`config.mk`:
```
export PLATFORM = sky130hd
export DESIGN_NAME = a256c_round
export DESIGN_NICKNAME = d
export VERILOG_FILES = /design/src/hw/rtl/a256c_pkg.sv /design/src/hw/rtl/a256c_round.sv
export SDC_FILE = /design/constraint.sdc
export NUM_CORES = 2
export LEC_CHECK = 0
export BUFFER_PORTS_ARGS = -buffer_cell sky130_fd_sc_hd__buf_2
export CAP_MARGIN = 25
export CORE_MARGIN = 5
export CORE_UTILIZATION = 23
export DETAILED_ROUTE_END_ITERATION = 7
export SLEW_MARGIN = 20
export SYNTH_ARGS = -nofsm -noshare
export SYNTH_HDL_FRONTEND = slang
export SYNTH_SLANG_ARGS = --single-unit
export TNS_END_PERCENT = 50
```
`constraint.sdc`:
```
create_clock -name vclk -period 11.25
set_clock_uncertainty 0.15 [all_clocks]
set_input_delay 0.5625 -clock vclk [all_inputs]
set_output_delay 0.5625 -clock vclk [all_outputs]
set_load 0.02 [all_outputs]
```
`src/hw/rtl/a256c_pkg.sv`:
```
// shared types, constants and tables for the aes-256 ctr keystream generator
`timescale 1ns / 1ps
package a256c_pkg;

    localparam int BLOCK_BYTES = 16;
    localparam int ROUNDS      = 14;

    typedef logic [7:0]   byte_t;
    typedef logic [127:0] block_t;

    typedef struct packed {
        logic       restart;
        logic [4:0] request_bytes;
    } in_word_t;

    typedef struct packed {
        logic [63:0] stream_lo;
        logic [63:0] stream_hi;
        logic [4:0]  byte_count;
    } out_word_t;

    // round key write from the key schedule unit
    typedef struct packed {
        logic       we;
        logic       last;
        logic [3:0] idx;
        block_t     data;
    } rk_wr_t;

    typedef enum logic [2:0] {
        CFG_KEY_W0   = 3'd0,
        CFG_KEY_W1   = 3'd1,
        CFG_KEY_W2   = 3'd2,
        CFG_KEY_W3   = 3'd3,
        CFG_NONCE_LO = 3'd4,
        CFG_NONCE_HI = 3'd5
    } cfg_idx_t;

    typedef enum logic [2:0] {
        ST_IDLE,
        ST_KEYX,
        ST_PREP,
        ST_ENC,
        ST_FINISH
    } state_t;

    localparam byte_t RCON [0:7] = '{
        8'h01, 8'h02, 8'h04, 8'h08, 8'h10, 8'h20, 8'h40, 8'h80
    };

    localparam byte_t SBOX [0:255] = '{
        8'h63,8'h7c,8'h77,8'h7b,8'hf2,8'h6b,8'h6f,8'hc5,
        8'h30,8'h01,8'h67,8'h2b,8'hfe,8'hd7,8'hab,8'h76,
        8'hca,8'h82,8'hc9,8'h7d,8'hfa,8'h59,8'h47,8'hf0,
        8'had,8'hd4,8'ha2,8'haf,8'h9c,8'ha4,8'h72,8'hc0,
        8'hb7,8'hfd,8'h93,8'h26,8'h36,8'h3f,8'hf7,8'hcc,
        8'h34,8'ha5,8'he5,8'hf1,8'h71,8'hd8,8'h31,8'h15,
        8'h04,8'hc7,8'h23,8'hc3,8'h18,8'h96,8'h05,8'h9a,
        8'h07,8'h12,8'h80,8'he2,8'heb,8'h27,8'hb2,8'h75,
        8'h09,8'h83,8'h2c,8'h1a,8'h1b,8'h6e,8'h5a,8'ha0,
        8'h52,8'h3b,8'hd6,8'hb3,8'h29,8'he3,8'h2f,8'h84,
        8'h53,8'hd1,8'h00,8'hed,8'h20,8'hfc,8'hb1,8'h5b,
        8'h6a,8'hcb,8'hbe,8'h39,8'h4a,8'h4c,8'h58,8'hcf,
        8'hd0,8'hef,8'haa,8'hfb,8'h43,8'h4d,8'h33,8'h85,
        8'h45,8'hf9,8'h02,8'h7f,8'h50,8'h3c,8'h9f,8'ha8,
        8'h51,8'ha3,8'h40,8'h8f,8'h92,8'h9d,8'h38,8'hf5,
        8'hbc,8'hb6,8'hda,8'h21,8'h10,8'hff,8'hf3,8'hd2,
        8'hcd,8'h0c,8'h13,8'hec,8'h5f,8'h97,8'h44,8'h17,
        8'hc4,8'ha7,8'h7e,8'h3d,8'h64,8'h5d,8'h19,8'h73,
        8'h60,8'h81,8'h4f,8'hdc,8'h22,8'h2a,8'h90,8'h88,
        8'h46,8'hee,8'hb8,8'h14,8'hde,8'h5e,8'h0b,8'hdb,
        8'he0,8'h32,8'h3a,8'h0a,8'h49,8'h06,8'h24,8'h5c,
        8'hc2,8'hd3,8'hac,8'h62,8'h91,8'h95,8'he4,8'h79,
        8'he7,8'hc8,8'h37,8'h6d,8'h8d,8'hd5,8'h4e,8'ha9,
        8'h6c,8'h56,8'hf4,8'hea,8'h65,8'h7a,8'hae,8'h08,
        8'hba,8'h78,8'h25,8'h2e,8'h1c,8'ha6,8'hb4,8'hc6,
        8'he8,8'hdd,8'h74,8'h1f,8'h4b,8'hbd,8'h8b,8'h8a,
        8'h70,8'h3e,8'hb5,8'h66,8'h48,8'h03,8'hf6,8'h0e,
        8'h61,8'h35,8'h57,8'hb9,8'h86,8'hc1,8'h1d,8'h9e,
        8'he1,8'hf8,8'h98,8'h11,8'h69,8'hd9,8'h8e,8'h94,
        8'h9b,8'h1e,8'h87,8'he9,8'hce,8'h55,8'h28,8'hdf,
        8'h8c,8'ha1,8'h89,8'h0d,8'hbf,8'he6,8'h42,8'h68,
        8'h41,8'h99,8'h2d,8'h0f,8'hb0,8'h54,8'hbb,8'h16
    };

    function automatic byte_t xtime(input byte_t b);
        xtime = {b[6:0], 1'b0} ^ (b[7] ? 8'h1b : 8'h00);
    endfunction

endpackage

```
`src/hw/rtl/a256c_round.sv`:
```
// one aes round: subbytes, shiftrows, mixcolumns (skipped on the last round), addroundkey
`timescale 1ns / 1ps
module a256c_round
    import a256c_pkg::*;
(
    input  block_t st,
    input  block_t rk,
    input  logic   last,
    output block_t res
);

    byte_t t [16];
    byte_t m [16];

    // substitute and rotate rows; byte index is row + 4 * column
    always_comb
    begin
        for (int c = 0; c < 4; c++)
        begin
            for (int r = 0; r < 4; r++)
            begin
                t[r + 4 * c] = SBOX[st[8 * (r + 4 * ((c + r) % 4)) +: 8]];
            end
        end
    end

    // column mix and key add
    always_comb
    begin
        byte_t a0, a1, a2, a3, all;
        for (int c = 0; c < 4; c++)
        begin
            a0  = t[4 * c];
            a1  = t[4 * c + 1];
            a2  = t[4 * c + 2];
            a3  = t[4 * c + 3];
            all = a0 ^ a1 ^ a2 ^ a3;
            if (last)
            begin
                m[4 * c]     = a0;
                m[4 * c + 1] = a1;
                m[4 * c + 2] = a2;
                m[4 * c + 3] = a3;
            end
            else
            begin
                m[4 * c]     = a0 ^ all ^ xtime(a0 ^ a1);
                m[4 * c + 1] = a1 ^ all ^ xtime(a1 ^ a2);
                m[4 * c + 2] = a2 ^ all ^ xtime(a2 ^ a3);
                m[4 * c + 3] = a3 ^ all ^ xtime(a3 ^ a0);
            end
        end
        for (int i = 0; i < 16; i++)
        begin
            res[8 * i +: 8] = m[i] ^ rk[8 * i +: 8];
        end
    end

endmodule

```
# Word-level counts from Yosys, hierarchy flattened
# Memories as Yosys holds them, arrays and structs flattened.
# Cells that the tools add are included.
# Widths: inputs -> output; s select.
[op_classes] muxes=52 shifts=0 n_reduce_logical=0 multipliers=0 n_div=0 n_eq_ne=0 n_bitwise=104 addsub=0 order_cmp=16
[op_table] op="$xor 8x8->8" count=72
[op_table] op="$mux 8" count=32
[op_table] op="$ge 9x9->1 const B" count=16
[op_table] op="$not 8->9" count=16
[op_table] op="$mux 32" count=4
[op_table] op="$xor 8x5->8" count=16
[op_table] op="$mux 5" count=16
[totals] elab_cells=188 out_inout_bits=128 latchBits=0 ff_bits=0 input_bits=257 memories=16 rom_bits=32768 mem_bits_rw=0
[mem_list] memory="(no name shown)" depth=256 width=8 read_ports=1 rd_ports_with_merged_regs=0 write_ports=0 line="a256c_round.sv:22" rtl="t[r + 4 * c] = SBOX[st[8 * (r + 4 * ((c + r) % 4)) +: 8]];"
[mem_list] memory="(no name shown)" depth=256 width=8 read_ports=1 rd_ports_with_merged_regs=0 write_ports=0 line="a256c_round.sv:22"
[mem_list] memory="(no name shown)" depth=256 width=8 read_ports=1 rd_ports_with_merged_regs=0 write_ports=0 line="a256c_round.sv:22"
[mem_list] memory="(no name shown)" depth=256 width=8 read_ports=1 rd_ports_with_merged_regs=0 write_ports=0 line="a256c_round.sv:22"
[mem_list] memory="(no name shown)" depth=256 width=8 read_ports=1 rd_ports_with_merged_regs=0 write_ports=0 line="a256c_round.sv:22"
[mem_list] memory="(no name shown)" depth=256 width=8 read_ports=1 rd_ports_with_merged_regs=0 write_ports=0 line="a256c_round.sv:22"
[mem_list] memory="10 more memories"

# Depth between registers and ports, before layout
[logic_depth] depth_word=11 depth_mapped=17 ltp_nobuf=12

# Worst setup path before layout
# OpenSTA, ideal clock, no wires.
[synth_path] kind="input port to output port" from="in st[1]" to="out res[25]" stages=16 arrival_time_ps=4414 n_path_buf=4 t_required_ps=10538 setup_slack_ps=6124 path_cell_list="clkbuf_1 -> clkbuf_1 -> inv_1 -> ha_1 -> clkbuf_1 -> clkbuf_1 -> nand2_1 -> nand4_1 -> nand3_1 -> a311oi_1 -> a311oi_1 -> a311o_1 -> xor2_1 -> xnor3_1 -> mux2i_1 -> xor2_1"
[synth_between] elab_chain_cells=11 elab_cells_between_ends=14 cone_classes="4 x mux; 9 x bitwise; 1 x memory"
[synth_lines] element="from (decl)" line="a256c_round.sv:6" rtl="input block_t st,"
[synth_lines] element="$not 8->9 (implied by the code) *" line="a256c_round.sv:22"
[synth_lines] element="$mem_v2 256x8 *"
[synth_lines] element="$mux 8 (implied by the code) * (2 in series)" line="a256c_round.sv:22"
[synth_lines] element="$xor 8x8->8 (3 in series)" line="a256c_round.sv:37" rtl="all = a0 ^ a1 ^ a2 ^ a3;"
[synth_lines] element="$xor 8x8->8" line="a256c_round.sv:50" rtl="m[4 * c + 3] = a3 ^ all ^ xtime(a3 ^ a0);"
[synth_lines] element="$xor 8x8->8 *" line="a256c_round.sv:50"
[synth_lines] element="$mux 32 *" line="a256c_round.sv:38" rtl="if (last)"
[synth_lines] element="$xor 8x8->8 *" line="a256c_round.sv:55" rtl="res[8 * i +: 8] = m[i] ^ rk[8 * i +: 8];"
[synth_lines] element="to (decl)" line="a256c_round.sv:9" rtl="output block_t res"
# Every way passes the cells marked *; elsewhere a longest branch is shown, timed or not. The select of a mux whose other input is x is not followed.

# Worst setup path in the final report
[layout_path] from="in st[57]" to="out res[90]"
[layout_between] elab_chain_cells=9 elab_cells_between_ends=11 cone_classes="3 x mux; 7 x bitwise; 1 x memory"
[layout_lines] element="$not 8->9 (implied by the code) *" line="a256c_round.sv:22"
[layout_lines] element="$mem_v2 256x8 *"
[layout_lines] element="$mux 8 (implied by the code) * (2 in series)" line="a256c_round.sv:22"
[layout_lines] element="$xor 8x8->8 (on tied branches)" line="a256c_round.sv:37, a256c_round.sv:50"
[layout_lines] element="$xor 8x8->8 or $xor 8x5->8 (tied branches)" line="a256c_round.sv:50, a256c_pkg.sv:87"
[layout_lines] element="$xor 8x8->8" line="a256c_round.sv:50"
[layout_lines] element="$mux 32 *" line="a256c_round.sv:38"
[layout_lines] element="$xor 8x8->8 *" line="a256c_round.sv:55"
# Marks and branches as above.

==> results.txt <==
----------------------------------------------------
[Status]
  Run status ... finished, violations left
  Failing checks ... design-rule violations

[Worst hold path]
  Number of cells on the worst hold path ... 3
  Hold Path Sink ... res[81]
  Hold wc startpoint ... rk[81]
  Class of the most critical hold timing path ... primary input to primary output

[Synthesis]
  Syn avg cell area ... 6.63 um^2
  Sequential area share after synthesis ... 0%
  Warnings, synthesis ... 0
  Cell Area, Synth ... 0.0626 mm^2
  Syn Inst Count ... 9440
  Synthesized Nets ... 9935
  Number of library cell types mapped by synthesis ... 119

[Power and ir drop]
  Power density cells ... 79.4 mW/mm^2
  Gate power share ... 100.0%
  Switching Power ... 3.25 mW
  Cell-internal power ... 1.92 mW
  Largest voltage drop on the vdd net ... 0.120 mV
  LEAKAGE ... 22.6 nW
  Switching part of the total ... 62.9%
  Flop pwr share ... 0%
  Clock group share of total power ... 0%

[Die]
  Placeable Area ... 0.271 mm^2
  Vert. Die Dim ... 532 um
  Number of placement rows ... 191
  Die boundary width ... 532 um
  Die Outline Area ... 0.283 mm^2
  Starting density of the core ... 23.1%
  I/O pin cnt ... 385

[Worst setup path]
  Count of buffer and inverter cells on the critical path ... 3
  Category of the most critical setup path ... primary input to primary output
  CP max stage cell ... sky130_fd_sc_hd__ha_1
  Largest stage delay, worst path ... 0.82 ns
  Setup crit end kind ... primary output
  Top Family by Delay on Critical Path ... compound AO/OA/AOI/OAI gates
  Data arrival time of the critical path ... 6.25 ns
  Critical path cell sequence ... buf_2 > inv_1 > ha_1 > nand2b_1 > a41oi_1 > o311ai_0 > a221oi_1 > o221ai_2 > xor2_2 > xnor2_1 > nand3b_1 > o2111ai_1 > xnor2_1 > buf_2
  Element type at the critical path start ... primary input
  Data required, critical path ... 10.54 ns
  Maximum fanout encountered on the critical timing path ... 33

[Layout]
  Number of sequential storage elements ... 0
  Post-layout instance count excluding filler cells ... 12400
  Area growth from synthesis to layout ... 4.14%
  Nets ... 9328
  FF+latch area ... 0 um^2
  Total of clock buffers placed in the layout ... 0
  Share of post-route cells with drive strength above 1 ... 10.8%

[Detailed routing]
  Final wirelength ... 324000 um
  DRC errors left ... 2
  Vias after detailed routing ... 80900
  Via density ... 6.51
  Drt wl/cell ... 26.1 um
  Antenna-violating nets left ... 0
  Initial detailed-routing violation count ... 16500
  DRT Pass-1 Iters ... 8

[Placement]
  Dpl cells ... 12400
  Count of input and output buffers ... 385
  Detailed placement HPWL ... 225000 um
  Pre-CTS setup slack ... 4.27 ns
  Routability congestion estimate ... 1.02

[Global routing]
  Pin count of the biggest net entering global routing ... 99
  Vias in the first global route ... 71600
  Number of antenna violations at the first check in global routing ... 39
  Global-route wire length before repair ... 476000 um
  Total global routing track utilization ... 20.8%
  GR Overflow Total ... 0

[Timing]
  Number of hold violations in the final report ... 0
  Setup-failing EPs final ... 0
  Final count of pins violating max slew ... 0
  Measured slew at the worst slew-check pin ... 1.29 ns
  Final critical-path setup slack ... 4.29 ns
  Unrepaired setup endpoints after global routing ... false
  Final-layout setup total negative slack ... 0 ns
  Top achievable clock speed ... 144 MHz
  Portion of the clock cycle consumed by the worst path in the final layout ... 61.9%
  Worst slew margin relative to its limit ... 13.2%
  Min Clock Period, post-route ... 6.96 ns

[Clock network]
  Resized cells post-CTS ... 0
  Number of setup buffers added after CTS ... 0
  Quantity of hold-fixing buffers added after cts ... 0

[Run]
  Max-cap violations ... 0

----------------------------------------------------
==> cell type report <==
cell class	instances	area [um^2]
Antenna cell	22	55.1
Multi-Input combinational cell	8099	56700
Fill cell	30400	206000
Tap cell	3570	4470
Timing Repair Buffer	547	3220
Inverter	185	697
==> metrics by stage <==
stage | hold slack (ns) | area (um^2) | utilization (%) | power [mW]
6_report | 1.26 | 65100 | 24.1 | 5.17
5_1_grt | 1.27 | 65100 | 24.0 | 5.43
4_1_cts | 1.26 | 65100 | 24.0 | 5.06
3_5_place_dp | 1.26 | 65100 | 24.0 | 5.03
3_3_place_gp | 1.26 | 65000 | 24.0 | 5.07
2_1_floorplan | 1.10 | 62600 | - | 3.51
==> metal layers <==
metal	global-route usage [%]	wire length, um	up-vias
met5	0	120	-
met4	9.58	19900	18
met3	4.14	41600	1320
met2	31.6	137000	7116
met1	28.1	125000	37600
li1	-	-	34800
==> how the worst max path moves through the flow <==
stage / endpoint / slack (ns) / depth (start not counted) / startpoint
floorplan: res[25] / 6.12 / 16 / st[1]
global placement: res[90] / 4.27 / 14 / st[57]
detailed placement: res[90] / 4.27 / 14 / st[57]
CTS: res[90] / 4.26 / 14 / st[57]
global route: res[60] / 4.03 / 13 / st[33]
finish: res[90] / 4.29 / 14 / st[57]
==> cells in the mapped netlist, types with 53 or more instances <==
| cell | count | area share, % |
|---|---|---|
| sky130_fd_sc_hd__a2111oi_0 | 71 | 0.99 |
| sky130_fd_sc_hd__a211o_1 | 74 | 1.0 |
| sky130_fd_sc_hd__a211oi_1 | 193 | 2.3 |
| sky130_fd_sc_hd__a21o_1 | 63 | 0.76 |
| sky130_fd_sc_hd__a21oi_1 | 716 | 5.7 |
| sky130_fd_sc_hd__a221oi_1 | 78 | 1.1 |
| sky130_fd_sc_hd__a311oi_1 | 180 | 2.5 |
| sky130_fd_sc_hd__a31oi_1 | 190 | 1.9 |
| sky130_fd_sc_hd__a32oi_1 | 53 | 0.74 |
| sky130_fd_sc_hd__and2_1 | 115 | 1.2 |
| sky130_fd_sc_hd__and3_1 | 70 | 0.70 |
| sky130_fd_sc_hd__buf_1 | 85 | 0.51 |
| sky130_fd_sc_hd__buf_2 | 407 | 3.3 |
| sky130_fd_sc_hd__buf_4 | 62 | 0.74 |
| sky130_fd_sc_hd__clkbuf_1 | 589 | 3.5 |
| sky130_fd_sc_hd__ha_1 | 238 | 4.8 |
| sky130_fd_sc_hd__inv_1 | 140 | 0.84 |
| sky130_fd_sc_hd__mux2i_1 | 155 | 2.5 |
| sky130_fd_sc_hd__mux4_2 | 137 | 4.9 |
| sky130_fd_sc_hd__nand2_1 | 750 | 4.5 |
| sky130_fd_sc_hd__nand2b_1 | 379 | 3.8 |
| sky130_fd_sc_hd__nand3_1 | 302 | 2.4 |
| sky130_fd_sc_hd__nand4_1 | 61 | 0.61 |
| sky130_fd_sc_hd__nor2_1 | 633 | 3.8 |
| sky130_fd_sc_hd__nor2b_1 | 337 | 3.4 |
| sky130_fd_sc_hd__nor3_1 | 287 | 2.3 |
| sky130_fd_sc_hd__nor3b_1 | 60 | 0.72 |
| sky130_fd_sc_hd__nor4_1 | 60 | 0.60 |
| sky130_fd_sc_hd__o2111ai_1 | 66 | 0.92 |
| sky130_fd_sc_hd__o211ai_1 | 215 | 2.6 |
| sky130_fd_sc_hd__o21ai_0 | 674 | 5.4 |
| sky130_fd_sc_hd__o221ai_1 | 90 | 1.3 |
| sky130_fd_sc_hd__o22ai_1 | 56 | 0.56 |
| sky130_fd_sc_hd__o311a_1 | 54 | 0.86 |
| sky130_fd_sc_hd__o311ai_0 | 152 | 2.1 |
| sky130_fd_sc_hd__o31ai_1 | 104 | 1.2 |
| sky130_fd_sc_hd__or2_2 | 97 | 0.97 |
| sky130_fd_sc_hd__or3_1 | 70 | 0.70 |
| sky130_fd_sc_hd__xnor2_1 | 284 | 4.0 |
| sky130_fd_sc_hd__xnor3_1 | 66 | 2.4 |
| sky130_fd_sc_hd__xor2_1 | 159 | 2.2 |
==> cell usage in the layout, fill, tap and decap left out, types with 66 or more instances in the layout <==
| cell | synthesis | routed |
|---|---|---|
| sky130_fd_sc_hd__a21oi_1 | 716 | 716 |
| sky130_fd_sc_hd__ha_1 | 238 | 238 |
| sky130_fd_sc_hd__o21ai_0 | 674 | 673 |
| sky130_fd_sc_hd__or3_1 | 70 | 70 |
| sky130_fd_sc_hd__xor2_1 | 159 | 159 |
| sky130_fd_sc_hd__o2111ai_1 | 66 | 66 |
| sky130_fd_sc_hd__nor3_1 | 287 | 287 |
| sky130_fd_sc_hd__a211o_1 | 74 | 74 |
| sky130_fd_sc_hd__buf_4 | 62 | 190 |
| sky130_fd_sc_hd__nor2_1 | 633 | 633 |
| sky130_fd_sc_hd__mux2i_1 | 155 | 155 |
| sky130_fd_sc_hd__o211ai_1 | 215 | 215 |
| sky130_fd_sc_hd__a221oi_1 | 78 | 78 |
| sky130_fd_sc_hd__a311oi_1 | 180 | 180 |
| sky130_fd_sc_hd__nand3_1 | 302 | 302 |
| sky130_fd_sc_hd__and3_1 | 70 | 70 |
| sky130_fd_sc_hd__xnor3_1 | 66 | 66 |
| sky130_fd_sc_hd__o221ai_1 | 90 | 90 |
| sky130_fd_sc_hd__o31ai_1 | 104 | 104 |
| sky130_fd_sc_hd__buf_2 | 407 | 356 |
| sky130_fd_sc_hd__a31oi_1 | 190 | 190 |
| sky130_fd_sc_hd__mux4_2 | 137 | 137 |
| sky130_fd_sc_hd__a211oi_1 | 193 | 193 |
| sky130_fd_sc_hd__nand2b_1 | 379 | 379 |
| sky130_fd_sc_hd__inv_1 | 140 | 139 |
| sky130_fd_sc_hd__nor2b_1 | 337 | 337 |
| sky130_fd_sc_hd__o311ai_0 | 152 | 152 |
| sky130_fd_sc_hd__and2_1 | 115 | 115 |
| sky130_fd_sc_hd__xnor2_1 | 284 | 284 |
| sky130_fd_sc_hd__nand2_1 | 750 | 750 |
| sky130_fd_sc_hd__a2111oi_0 | 71 | 71 |
| sky130_fd_sc_hd__or2_2 | 97 | 97 |
==> power groups by stage <==
| stage | registers (mW) | logic [mW] | clock network (mW) |
|---|---|---|---|
| 3_3_place_gp | 0 | 5.07 | 0 |
| 2_1_floorplan | 0 | 3.51 | 0 |
| 4_1_cts | 0 | 5.06 | 0 |
| 3_5_place_dp | 0 | 5.03 | 0 |
| 6_report | 0 | 5.17 | 0.000000214 |
| 5_1_grt | 0 | 5.43 | 0.000000108 |
==> logic make-up (layout without fill, tap and decap cells) <==
kind of cell / count (synthesis) / in the layout / synth area share [%]
buffers and inverters: 1341 / 732 / 9.38
and+or+nand+nor: 3381 / 3381 / 27.7
AOI/OAI and AO/OA: 3611 / 3611 / 40.6
muxes: 333 / 333 / 8.15
xor gates and xnor gates: 536 / 536 / 9.46
other: 0 / 22 / 0
adders and majority gates: 238 / 238 / 4.76
==> worst min-delay path: cells and delay by family <==
family,cells,cell delay (ns)
xor+xnor,1,0.05
buf+inv,2,0.23
Power figures use the tool's default switching activity.
